### src/sv/edi_pkg.sv
package edi_pkg;

    // result and radicand widths are fixed by the output field
    localparam int DIST_W = 16;
    localparam int RAD_W  = 2 * DIST_W;
    // partial remainder never exceeds twice the partial root
    localparam int REM_W  = DIST_W + 1;

    typedef logic [DIST_W-1:0] t_dist;
    typedef logic [RAD_W-1:0]  t_rad;

    // data handed from one root cell to the next
    typedef struct packed {
        logic [REM_W-1:0] rem;
        t_dist            root;
        t_rad             rad;
    } t_sqrt_stage;

endpackage

### src/sv/edi_in_if.sv
interface edi_in_if #(
    parameter int COORD_BITS = 16
);
    logic                         valid;
    logic                         ready;
    logic signed [COORD_BITS-1:0] ax;
    logic signed [COORD_BITS-1:0] ay;
    logic signed [COORD_BITS-1:0] bx;
    logic signed [COORD_BITS-1:0] by;

    modport source (output valid, output ax, output ay, output bx, output by, input ready);
    modport sink   (input valid, input ax, input ay, input bx, input by, output ready);
endinterface

### src/sv/edi_out_if.sv
interface edi_out_if;
    logic        valid;
    logic        ready;
    logic [15:0] distance;

    modport source (output valid, output distance, input ready);
    modport sink   (input valid, input distance, output ready);
endinterface

### src/sv/edi_front.sv
module edi_front import edi_pkg::*; #(
    parameter int COORD_BITS = 16
) (
    input  logic                         i_clk,
    input  logic                         i_rst_n,
    input  logic                         i_en,
    input  logic                         i_valid,
    input  logic signed [COORD_BITS-1:0] i_ax,
    input  logic signed [COORD_BITS-1:0] i_ay,
    input  logic signed [COORD_BITS-1:0] i_bx,
    input  logic signed [COORD_BITS-1:0] i_by,
    output logic                         o_valid,
    output t_rad                         o_rad
);

    localparam int SQ_W  = 2 * COORD_BITS;
    localparam int SUM_W = SQ_W + 1;

    logic [COORD_BITS-1:0] w_uax, w_uay, w_ubx, w_uby;
    logic [COORD_BITS-1:0] n_dx, n_dy;
    logic [COORD_BITS-1:0] r_dx, r_dy;
    logic [SQ_W-1:0]       r_sqx, r_sqy;
    logic [SUM_W-1:0]      w_sum;
    t_rad                  n_rad;
    t_rad                  r_rad;
    logic                  r_v1, r_v2, r_v3;

    // flipping the sign bit gives offset binary, which orders like the signed value
    assign w_uax = {~i_ax[COORD_BITS-1], i_ax[COORD_BITS-2:0]};
    assign w_uay = {~i_ay[COORD_BITS-1], i_ay[COORD_BITS-2:0]};
    assign w_ubx = {~i_bx[COORD_BITS-1], i_bx[COORD_BITS-2:0]};
    assign w_uby = {~i_by[COORD_BITS-1], i_by[COORD_BITS-2:0]};

    assign n_dx = (w_uax >= w_ubx) ? (w_uax - w_ubx) : (w_ubx - w_uax);
    assign n_dy = (w_uay >= w_uby) ? (w_uay - w_uby) : (w_uby - w_uay);

    assign w_sum = SUM_W'(r_sqx) + SUM_W'(r_sqy);

    generate
        if (SUM_W > RAD_W) begin : g_sat
            assign n_rad = (|w_sum[SUM_W-1:RAD_W]) ? '1 : w_sum[RAD_W-1:0];
        end else begin : g_nosat
            assign n_rad = RAD_W'(w_sum);
        end
    endgenerate

    always_ff @(posedge i_clk) begin
        if (!i_rst_n) begin
            r_v1 <= 1'b0;
            r_v2 <= 1'b0;
            r_v3 <= 1'b0;
        end else if (i_en) begin
            r_v1 <= i_valid;
            r_v2 <= r_v1;
            r_v3 <= r_v2;
        end
    end

    always_ff @(posedge i_clk) begin
        if (i_en) begin
            r_dx  <= n_dx;
            r_dy  <= n_dy;
            r_sqx <= SQ_W'(r_dx) * SQ_W'(r_dx);
            r_sqy <= SQ_W'(r_dy) * SQ_W'(r_dy);
            r_rad <= n_rad;
        end
    end

    assign o_valid = r_v3;
    assign o_rad   = r_rad;

endmodule

### src/sv/edi_cell.sv
module edi_cell import edi_pkg::*; (
    input  logic        i_clk,
    input  logic        i_rst_n,
    input  logic        i_en,
    input  logic        i_valid,
    input  t_sqrt_stage i_prev,
    output logic        o_valid,
    output t_sqrt_stage o_next
);

    localparam int CAND_W = REM_W + 2;

    logic [CAND_W-1:0] w_cand;
    logic [CAND_W-1:0] w_trial;
    logic              w_take;
    t_sqrt_stage       n_stage;
    t_sqrt_stage       r_stage;
    logic              r_valid;

    // bring down the next two radicand bits and try a one in the next root bit
    assign w_cand  = {i_prev.rem, i_prev.rad[RAD_W-1 -: 2]};
    assign w_trial = {1'b0, i_prev.root, 2'b01};
    assign w_take  = (w_cand >= w_trial);

    always_comb begin
        n_stage.rem  = w_take ? REM_W'(w_cand - w_trial) : REM_W'(w_cand);
        n_stage.root = {i_prev.root[DIST_W-2:0], w_take};
        n_stage.rad  = {i_prev.rad[RAD_W-3:0], 2'b00};
    end

    always_ff @(posedge i_clk) begin
        if (!i_rst_n) begin
            r_valid <= 1'b0;
        end else if (i_en) begin
            r_valid <= i_valid;
        end
    end

    always_ff @(posedge i_clk) begin
        if (i_en) begin
            r_stage <= n_stage;
        end
    end

    assign o_valid = r_valid;
    assign o_next  = r_stage;

endmodule

### src/sv/euclidean_distance_isqrt.sv
// Integer Euclidean distance: for points (ax, ay) and (bx, by) the block returns
// floor(sqrt(dx*dx + dy*dy)), with the sum of squares saturated to 0xFFFFFFFF, so a
// saturated sum gives 65535. Three front stages form the differences, the squares
// and the saturated sum; a row of sixteen root cells then settles one result bit
// each. Data passes the front stages, then the cells; the row is a stalled
// pipeline, so a new point pair is taken every cycle that the output is free or
// being taken. The whole pipeline holds while a result waits at the output.
module euclidean_distance_isqrt import edi_pkg::*; #(
    parameter int COORD_BITS = 16
) (
    input  logic      i_clk,
    input  logic      i_rst_n,
    edi_in_if.sink    i_pt,
    edi_out_if.source o_dist
);

    logic        w_en;
    logic        w_front_valid;
    t_rad        w_front_rad;
    logic        w_valid [DIST_W+1];
    t_sqrt_stage w_stage [DIST_W+1];

    // advance whenever the output register is empty or its result transfers
    assign w_en       = !w_valid[DIST_W] || o_dist.ready;
    assign i_pt.ready = w_en;

    edi_front #(
        .COORD_BITS (COORD_BITS)
    ) u_front (
        .i_clk   (i_clk),
        .i_rst_n (i_rst_n),
        .i_en    (w_en),
        .i_valid (i_pt.valid),
        .i_ax    (i_pt.ax),
        .i_ay    (i_pt.ay),
        .i_bx    (i_pt.bx),
        .i_by    (i_pt.by),
        .o_valid (w_front_valid),
        .o_rad   (w_front_rad)
    );

    assign w_valid[0]      = w_front_valid;
    assign w_stage[0].rem  = '0;
    assign w_stage[0].root = '0;
    assign w_stage[0].rad  = w_front_rad;

    generate
        for (genvar g = 0; g < DIST_W; g++) begin : g_cell
            edi_cell u_cell (
                .i_clk   (i_clk),
                .i_rst_n (i_rst_n),
                .i_en    (w_en),
                .i_valid (w_valid[g]),
                .i_prev  (w_stage[g]),
                .o_valid (w_valid[g+1]),
                .o_next  (w_stage[g+1])
            );
        end
    endgenerate

    assign o_dist.valid    = w_valid[DIST_W];
    assign o_dist.distance = w_stage[DIST_W].root;

endmodule
### src/flat_wrapper.sv
// flat-port wrapper written by rule: the top's interface ports become plain ports
module euclidean_distance_isqrt_flat import edi_pkg::*;
#(
    parameter int COORD_BITS = 16
)
  (i_clk, i_rst_n, i_pt_valid, i_pt_ax, i_pt_ay, i_pt_bx, i_pt_by, i_pt_ready, o_dist_valid, o_dist_distance, o_dist_ready);
  edi_in_if #(.COORD_BITS(COORD_BITS)) i_pt_i ();
  edi_out_if o_dist_i ();
  input  logic i_clk;
  input  logic i_rst_n;
  input wire logic [$bits(i_pt_i.valid)-1:0] i_pt_valid;
  input wire logic [$bits(i_pt_i.ax)-1:0] i_pt_ax;
  input wire logic [$bits(i_pt_i.ay)-1:0] i_pt_ay;
  input wire logic [$bits(i_pt_i.bx)-1:0] i_pt_bx;
  input wire logic [$bits(i_pt_i.by)-1:0] i_pt_by;
  output wire logic [$bits(i_pt_i.ready)-1:0] i_pt_ready;
  output wire logic [$bits(o_dist_i.valid)-1:0] o_dist_valid;
  output wire logic [$bits(o_dist_i.distance)-1:0] o_dist_distance;
  input wire logic [$bits(o_dist_i.ready)-1:0] o_dist_ready;
  assign i_pt_i.valid = i_pt_valid;
  assign i_pt_i.ax = i_pt_ax;
  assign i_pt_i.ay = i_pt_ay;
  assign i_pt_i.bx = i_pt_bx;
  assign i_pt_i.by = i_pt_by;
  assign i_pt_ready = i_pt_i.ready;
  assign o_dist_valid = o_dist_i.valid;
  assign o_dist_distance = o_dist_i.distance;
  assign o_dist_i.ready = o_dist_ready;
  euclidean_distance_isqrt #(.COORD_BITS(COORD_BITS)) u_core (.i_clk(i_clk), .i_rst_n(i_rst_n), .i_pt(i_pt_i), .o_dist(o_dist_i));
endmodule
### config.mk
export PLATFORM = sky130hd
export DESIGN_NAME = euclidean_distance_isqrt_flat
export DESIGN_NICKNAME = d
export VERILOG_FILES = /design/src/sv/edi_pkg.sv /design/src/sv/edi_in_if.sv /design/src/sv/edi_out_if.sv /design/src/sv/edi_front.sv /design/src/sv/edi_cell.sv /design/src/sv/euclidean_distance_isqrt.sv /design/src/flat_wrapper.sv
export SDC_FILE = /design/constraint.sdc
export NUM_CORES = 2
export LEC_CHECK = 0
export CAP_MARGIN = 15
export CORE_MARGIN = 3
export CORE_UTILIZATION = 60
export DETAILED_ROUTE_END_ITERATION = 8
export DONT_BUFFER_PORTS = 1
export PLACE_DENSITY = 0.75
export SYNTH_ARGS = -nofsm -noshare
export SYNTH_HDL_FRONTEND = slang
export SYNTH_HIERARCHICAL = 1
export SYNTH_SLANG_ARGS = --single-unit
### constraint.sdc
create_clock -name i_clk -period 44.9 [get_ports i_clk]
set_clock_uncertainty 0.1 [all_clocks]
set_input_delay 2.245 -clock i_clk [delete_from_list [all_inputs] [get_ports i_clk]]
set_output_delay 2.245 -clock i_clk [all_outputs]
set_load 0.01 [all_outputs]
### Word level (Yosys, flattened, before mapping)

Cells that the tools add are included.

| storage, ports and cells | value |
|---|---|
| flip-flop bits (word level) | 764 |
| input port bits | 68 |
| output and inout port bits | 18 |
| word-level logic and storage cells | 134 |

| operators by class | value |
|---|---|
| add/subtract/negate cells | 20 |
| multiply operators | 2 |
| order comparisons | 18 |
| muxes and demuxes | 17 |
| bitwise logic cells | 4 |
| reduce and logical (&&, ||, !) cells | 2 |

Operator list:

| operator | number |
|---|---|
| $mux W17 | 14 |
| $mul A16 B16 Y32 | 2 |
| $sub A16 B16 Y16 | 4 |
| $add A32 B32 Y33 | 1 |
| $ge A16 B16 Y1 | 2 |
| $mux W16 | 2 |
| $ge A19 B10 Y1 | 1 |
| $ge A19 B11 Y1 | 1 |
| $ge A19 B12 Y1 | 1 |
| $ge A19 B13 Y1 | 1 |
| $ge A19 B14 Y1 | 1 |
| $ge A19 B15 Y1 | 1 |
| $ge A19 B16 Y1 | 1 |
| $ge A19 B17 Y1 | 1 |
| $ge A19 B3 Y1 | 1 |
| $ge A19 B4 Y1 | 1 |
| $ge A19 B5 Y1 | 1 |
| $ge A19 B6 Y1 | 1 |
| $ge A19 B7 Y1 | 1 |
| $ge A19 B8 Y1 | 1 |
| $ge A19 B9 Y1 | 1 |
| $sub A17 B10 Y17 | 1 |
| $sub A17 B11 Y17 | 1 |
| $sub A17 B12 Y17 | 1 |
| other kinds (17) | 20 |

### Depth between registers and ports, before layout

| depth | value |
|---|---|
| word-level depth | 3 |
| depth in mapped cells | 25 |
| gate-level depth less buffers | 24 |

### Cells and area by module

The synthesis kept the hierarchy.

Modules (own cells, without submodules):

| module | instances | cells an instance | area an instance (µm²) | seq. area each (µm²) |
|---|---|---|---|---|
| edi_cell (u_core.g_cell[0].u_cell ...) | 15 | 241 | 3089.2 | 1911.8 |
| edi_front | 1 | 2464 | 22846.9 | 3843.7 |
| edi_cell (u_core.g_cell[2].u_cell) | 1 | 217 | 3076.7 | 1911.8 |
| euclidean_distance_isqrt | 1 | 2 | 10.0 | 0.0 |

### Least setup slack after synthesis

OpenSTA, ideal clock, no wires.

| path | value |
|---|---|
| kind | input -> output |
| from | in o_dist_ready |
| to | out i_pt_ready |
| arrival time | 29.904 ns |
| required time | 42.555 ns |
| path slack | 12.651 ns |
| stages | 1 |
| path buffers | 0 |
| cell sequence | nand2b_1 |

| on the way | value |
|---|---|
| longest elaborated chain between the ends | 1 |

RTL lines:

| what | RTL line | text |
|---|---|---|
| from (decl) | flat_wrapper.sv:19 | `input wire logic [$bits(o_dist_i.ready)-1:0] o_dist_ready;` |
| $logic_or A1 B1 Y1 | euclidean_distance_isqrt.sv:24 | `assign w_en = !w_valid[DIST_W] \|\| o_dist.ready;` |
| to (decl) | flat_wrapper.sv:16 | `output wire logic [$bits(i_pt_i.ready)-1:0] i_pt_ready;` |

Every way passes these cells.

### Final worst setup path

| path | value |
|---|---|
| from | reg u_core.u_front.r_dy[9] |
| to | reg u_core.u_front.r_sqy[30] (data pin) |

| on the way | value |
|---|---|
| longest elaborated chain between the ends | 1 |

RTL lines:

| what | RTL line | text |
|---|---|---|
| from (decl) | edi_front.sv:21 | `logic [COORD_BITS-1:0] r_dx, r_dy;` |
| from (signal assigned) | edi_front.sv:62 | `r_dy <= n_dy;` |
| $mul A16 B16 Y32 | edi_front.sv:64 | `r_sqy <= SQ_W'(r_dy) * SQ_W'(r_dy);` |
| to (signal assigned) | edi_front.sv:64 |  |
| to (decl) | edi_front.sv:22 | `logic [SQ_W-1:0] r_sqx, r_sqy;` |

Every way passes these cells.
A chain may end at the register's enable or synchronous reset.

==> impl_results.md <==
* Die span in y at 332 um
* Post-synthesis area per instance at ~11 um2
* Max capacitance violation total at 0
* Final-layout worst hold slack at 0.280 ns
* Initial antenna violation count at 0
* GR Layer Usage met3 at under 10%
* Final antenna-violating net count at 0
* Crit path top cell by count: fa_1
* Die footprint at 110000 um2
* Total clock buffers created by CTS at 91
* CORE AREA at roughly 100000 um2
* Number of max-slew violations in the final report at 0
* Number of global-route vias before repair at 42.1k
* GRT met2 Usage at 41.4%
* Number of antenna cells inserted at 0
* Multi-input gate area at between 30000 and 40000 um2
* Startpoint of the tightest hold check path: u_core/g_cell[2].u_cell/o_next[19]
* Peak Freq at 140 MHz
* Number of post-CTS setup repair buffers at 0
* Worst reg2reg endpoint: u_core/u_front/r_sqy[30]
* Hold-fix buffers at CTS at 0
* Final hold violations at 0
* Area of all sequential standard cells at between 20000 and 30000 um2
* Length in cells of the worst reg-to-reg path at 22
* DIE WIDTH at around 330 um
* Number of H-tree levels at 3
* Initial Utilization at 60.9%
* # rows at roughly 120
* Fraction of final layout cells with drive strength greater than 1 at under 10%
* Non-filler cells, final at 7362
* Cell area after technology mapping at between 60000 and 70000 um2
* Ports at 86
* Area added between synthesis and finish at 7.09%
* CP Data Required Time at 45.20 ns
* Detailed-placement wirelength estimate at 99.4 mm
* YS warnings at 6
* Cell chosen for the clock root: clkbuf_16
* Setup slack of the worst register-to-register path at 37.78 ns
* Fill cell count at 8021
* Port bufs at 0
* Number of sinks driven by the clock tree at around 900
* Unrepaired setup endpoints after global routing: no
* Total DRC errors in the routed layout at 0
* Dpl cells at 7192
* Detailed-router iteration count before antenna repair at 5
* Routed wirelength normalized by instance count at about 18 um
* Gr busiest metal: met2
* Final period util at 15.9%
* First-pass GRT wire length at approximately 210 mm
* Worst Tran Pin Value at roughly 1.1 ns
* Crit path capture type: register
* Clock period minus final worst setup slack at roughly 7.1 ns
* Library cell contributing the largest single delay on the critical path: edfxtp_1
* Startpoint kind of the worst setup timing path: register
* Hold Path Class: register to register
* Post-CTS clock slew at the launch and capture registers of the worst setup and hold paths at approximately 0.070 ns
* Post-Synthesis Cells at ~6k
* Arrival time of data at the critical path endpoint at approximately 7.4 ns
* Outcome: finished, final reports clean
* Setup TNS at 0 ns
* Critical path class: register to register
* Vias after detailed routing at about 42k
* Detail-routed via count per cell at roughly 5.7
* Worst-path cell chain: nand2_1, fa_1, inv_1, fa_1, inv_1, fa_1, inv_1, fa_1, fa_1, inv_1, fa_1, inv_1, ha_1, and3_1, and3_1, o21a_1, a211o_1, o31ai_1, a31oi_1, a211o_1, a31oi_1, xnor2_1
* DRC marker count from the first detailed-route iteration at between 2k and 3k
* GRT met1 Usage at between 20% and 30%
* Pin count of the biggest net entering global routing at approximately 210
* All-layer global routing usage at a little under a quarter
* TritonCTS clock tree: yes
* Terminating pin of the worst hold path: u_core/g_cell[3].u_cell/o_next[21]
* Clock Latency Late Sink at roughly 0.66 ns
* Post-layout utilization of the core at between 60% and 70%
* Max transition margin at approximately 26%
* Max incr delay on CP at approximately 0.8 ns
* NumNets Final at 6882
* Max FO, Critical Path at 17
* Number of endpoints failing setup at the final stage at 0
* R2R Path Start: u_core/u_front/r_dy[9]
* Global-route congestion overflow total at 0
* Count of cells along the worst hold path at 0
* # resized after CTS at 0
* Placer congestion estimate at between 0.9 and 1
* Aggregate routed wire length at about 130 mm
* Maximum clock insertion buffer count at 3
[layout by cell type, fill, tap and decap left out, drive strengths merged, types with 33 or more instances in the layout]
| master | count |
|---|---|
| inv | 954 |
| edfxtp | 877 |
| ha | 580 |
| nand2 | 481 |
| fa | 329 |
| a21oi | 311 |
| o21ai | 308 |
| nor2 | 181 |
| xnor2 | 164 |
| nand3 | 145 |
| xor2 | 138 |
| a21o | 135 |
| clkbuf | 110 |
| and2 | 82 |
| o21a | 76 |
| nor2b | 68 |
| o21bai | 66 |
| conb | 64 |
| nand2b | 63 |
| o31ai | 63 |
| nor3 | 61 |
| mux2 | 61 |
| mux2i | 58 |
| a31oi | 52 |
| a211oi | 47 |
| nand4 | 44 |
| and3 | 41 |
| o211ai | 36 |
| clkinv | 33 |
[cell type report]
class | instances | area share, %
Sequential cell | 896 | 39.2
Clock buffer | 110 | 3.54
Timing Repair Buffer | 18 | 0.217
Clock inverter | 60 | 1.09
Inverter | 948 | 5.22
Tap cell | 1380 | 2.53
Multi-Input combinational cell | 3950 | 48.2
[worst max path at each step]
stage / start / endpoint / slack (ns) / cells after the start
after global routing: u_core/u_front/r_dx[12] / u_core/u_front/r_sqx[30] / 37.32 / 22
after floorplan: o_dist_ready / i_pt_ready / 18.75 / 1
after global placement: u_core/u_front/r_dx[4] / u_core/u_front/r_sqx[30] / 37.92 / 20
after CTS: u_core/u_front/r_dy[9] / u_core/u_front/r_sqy[30] / 37.85 / 22
final: u_core/u_front/r_dy[9] / u_core/u_front/r_sqy[30] / 37.78 / 22
after detailed placement: u_core/u_front/r_dy[9] / u_core/u_front/r_sqy[30] / 37.85 / 22
[per-layer routing]
metal	part of all wire, %	wire length, um
met5	0	0
met4	3.3	4290
met3	4.4	5750
met2	51	65700
met1	42	53800
[stage by stage]
step                      worst slack, ns  instance area [um2]
after floorplan                     18.75                63800
after global placement              37.92                65000
after detailed placement            37.85                65000
after CTS                           37.85                68100
after global routing                37.32                68100
final                               37.78                68100
[registers in the layout, summed over array words and instances (netlist names)]
signal,flops
u_core/g_cell.u_cell/o_next,751
u_core/u_front/o_rad,32
u_core/u_front/r_sqx,31
u_core/u_front/r_sqy,31
u_core/g_cell.u_cell/o_valid,16
u_core/u_front/r_dx,16
u_core/u_front/r_dy,16
u_core/u_front/o_valid,1
u_core/u_front/r_v1,1
u_core/u_front/r_v2,1
[critical path: cells and delay by family, from the launching register on]
| family | cells | cell delay (ns) |
|---|---|---|
| buffers and inverters | 5 | 0.28 |
| AO/OA/AOI/OAI | 6 | 1.60 |
| XOR/XNOR | 1 | 0.09 |
| AND/OR/NAND/NOR | 3 | 0.69 |
| adder cells (fa/ha/maj) | 7 | 3.30 |
| flip-flops | 1 | 0.80 |
Power is not shown: default switching activity piles up to over one toggle a cycle in this logic, so the estimate is an artifact.
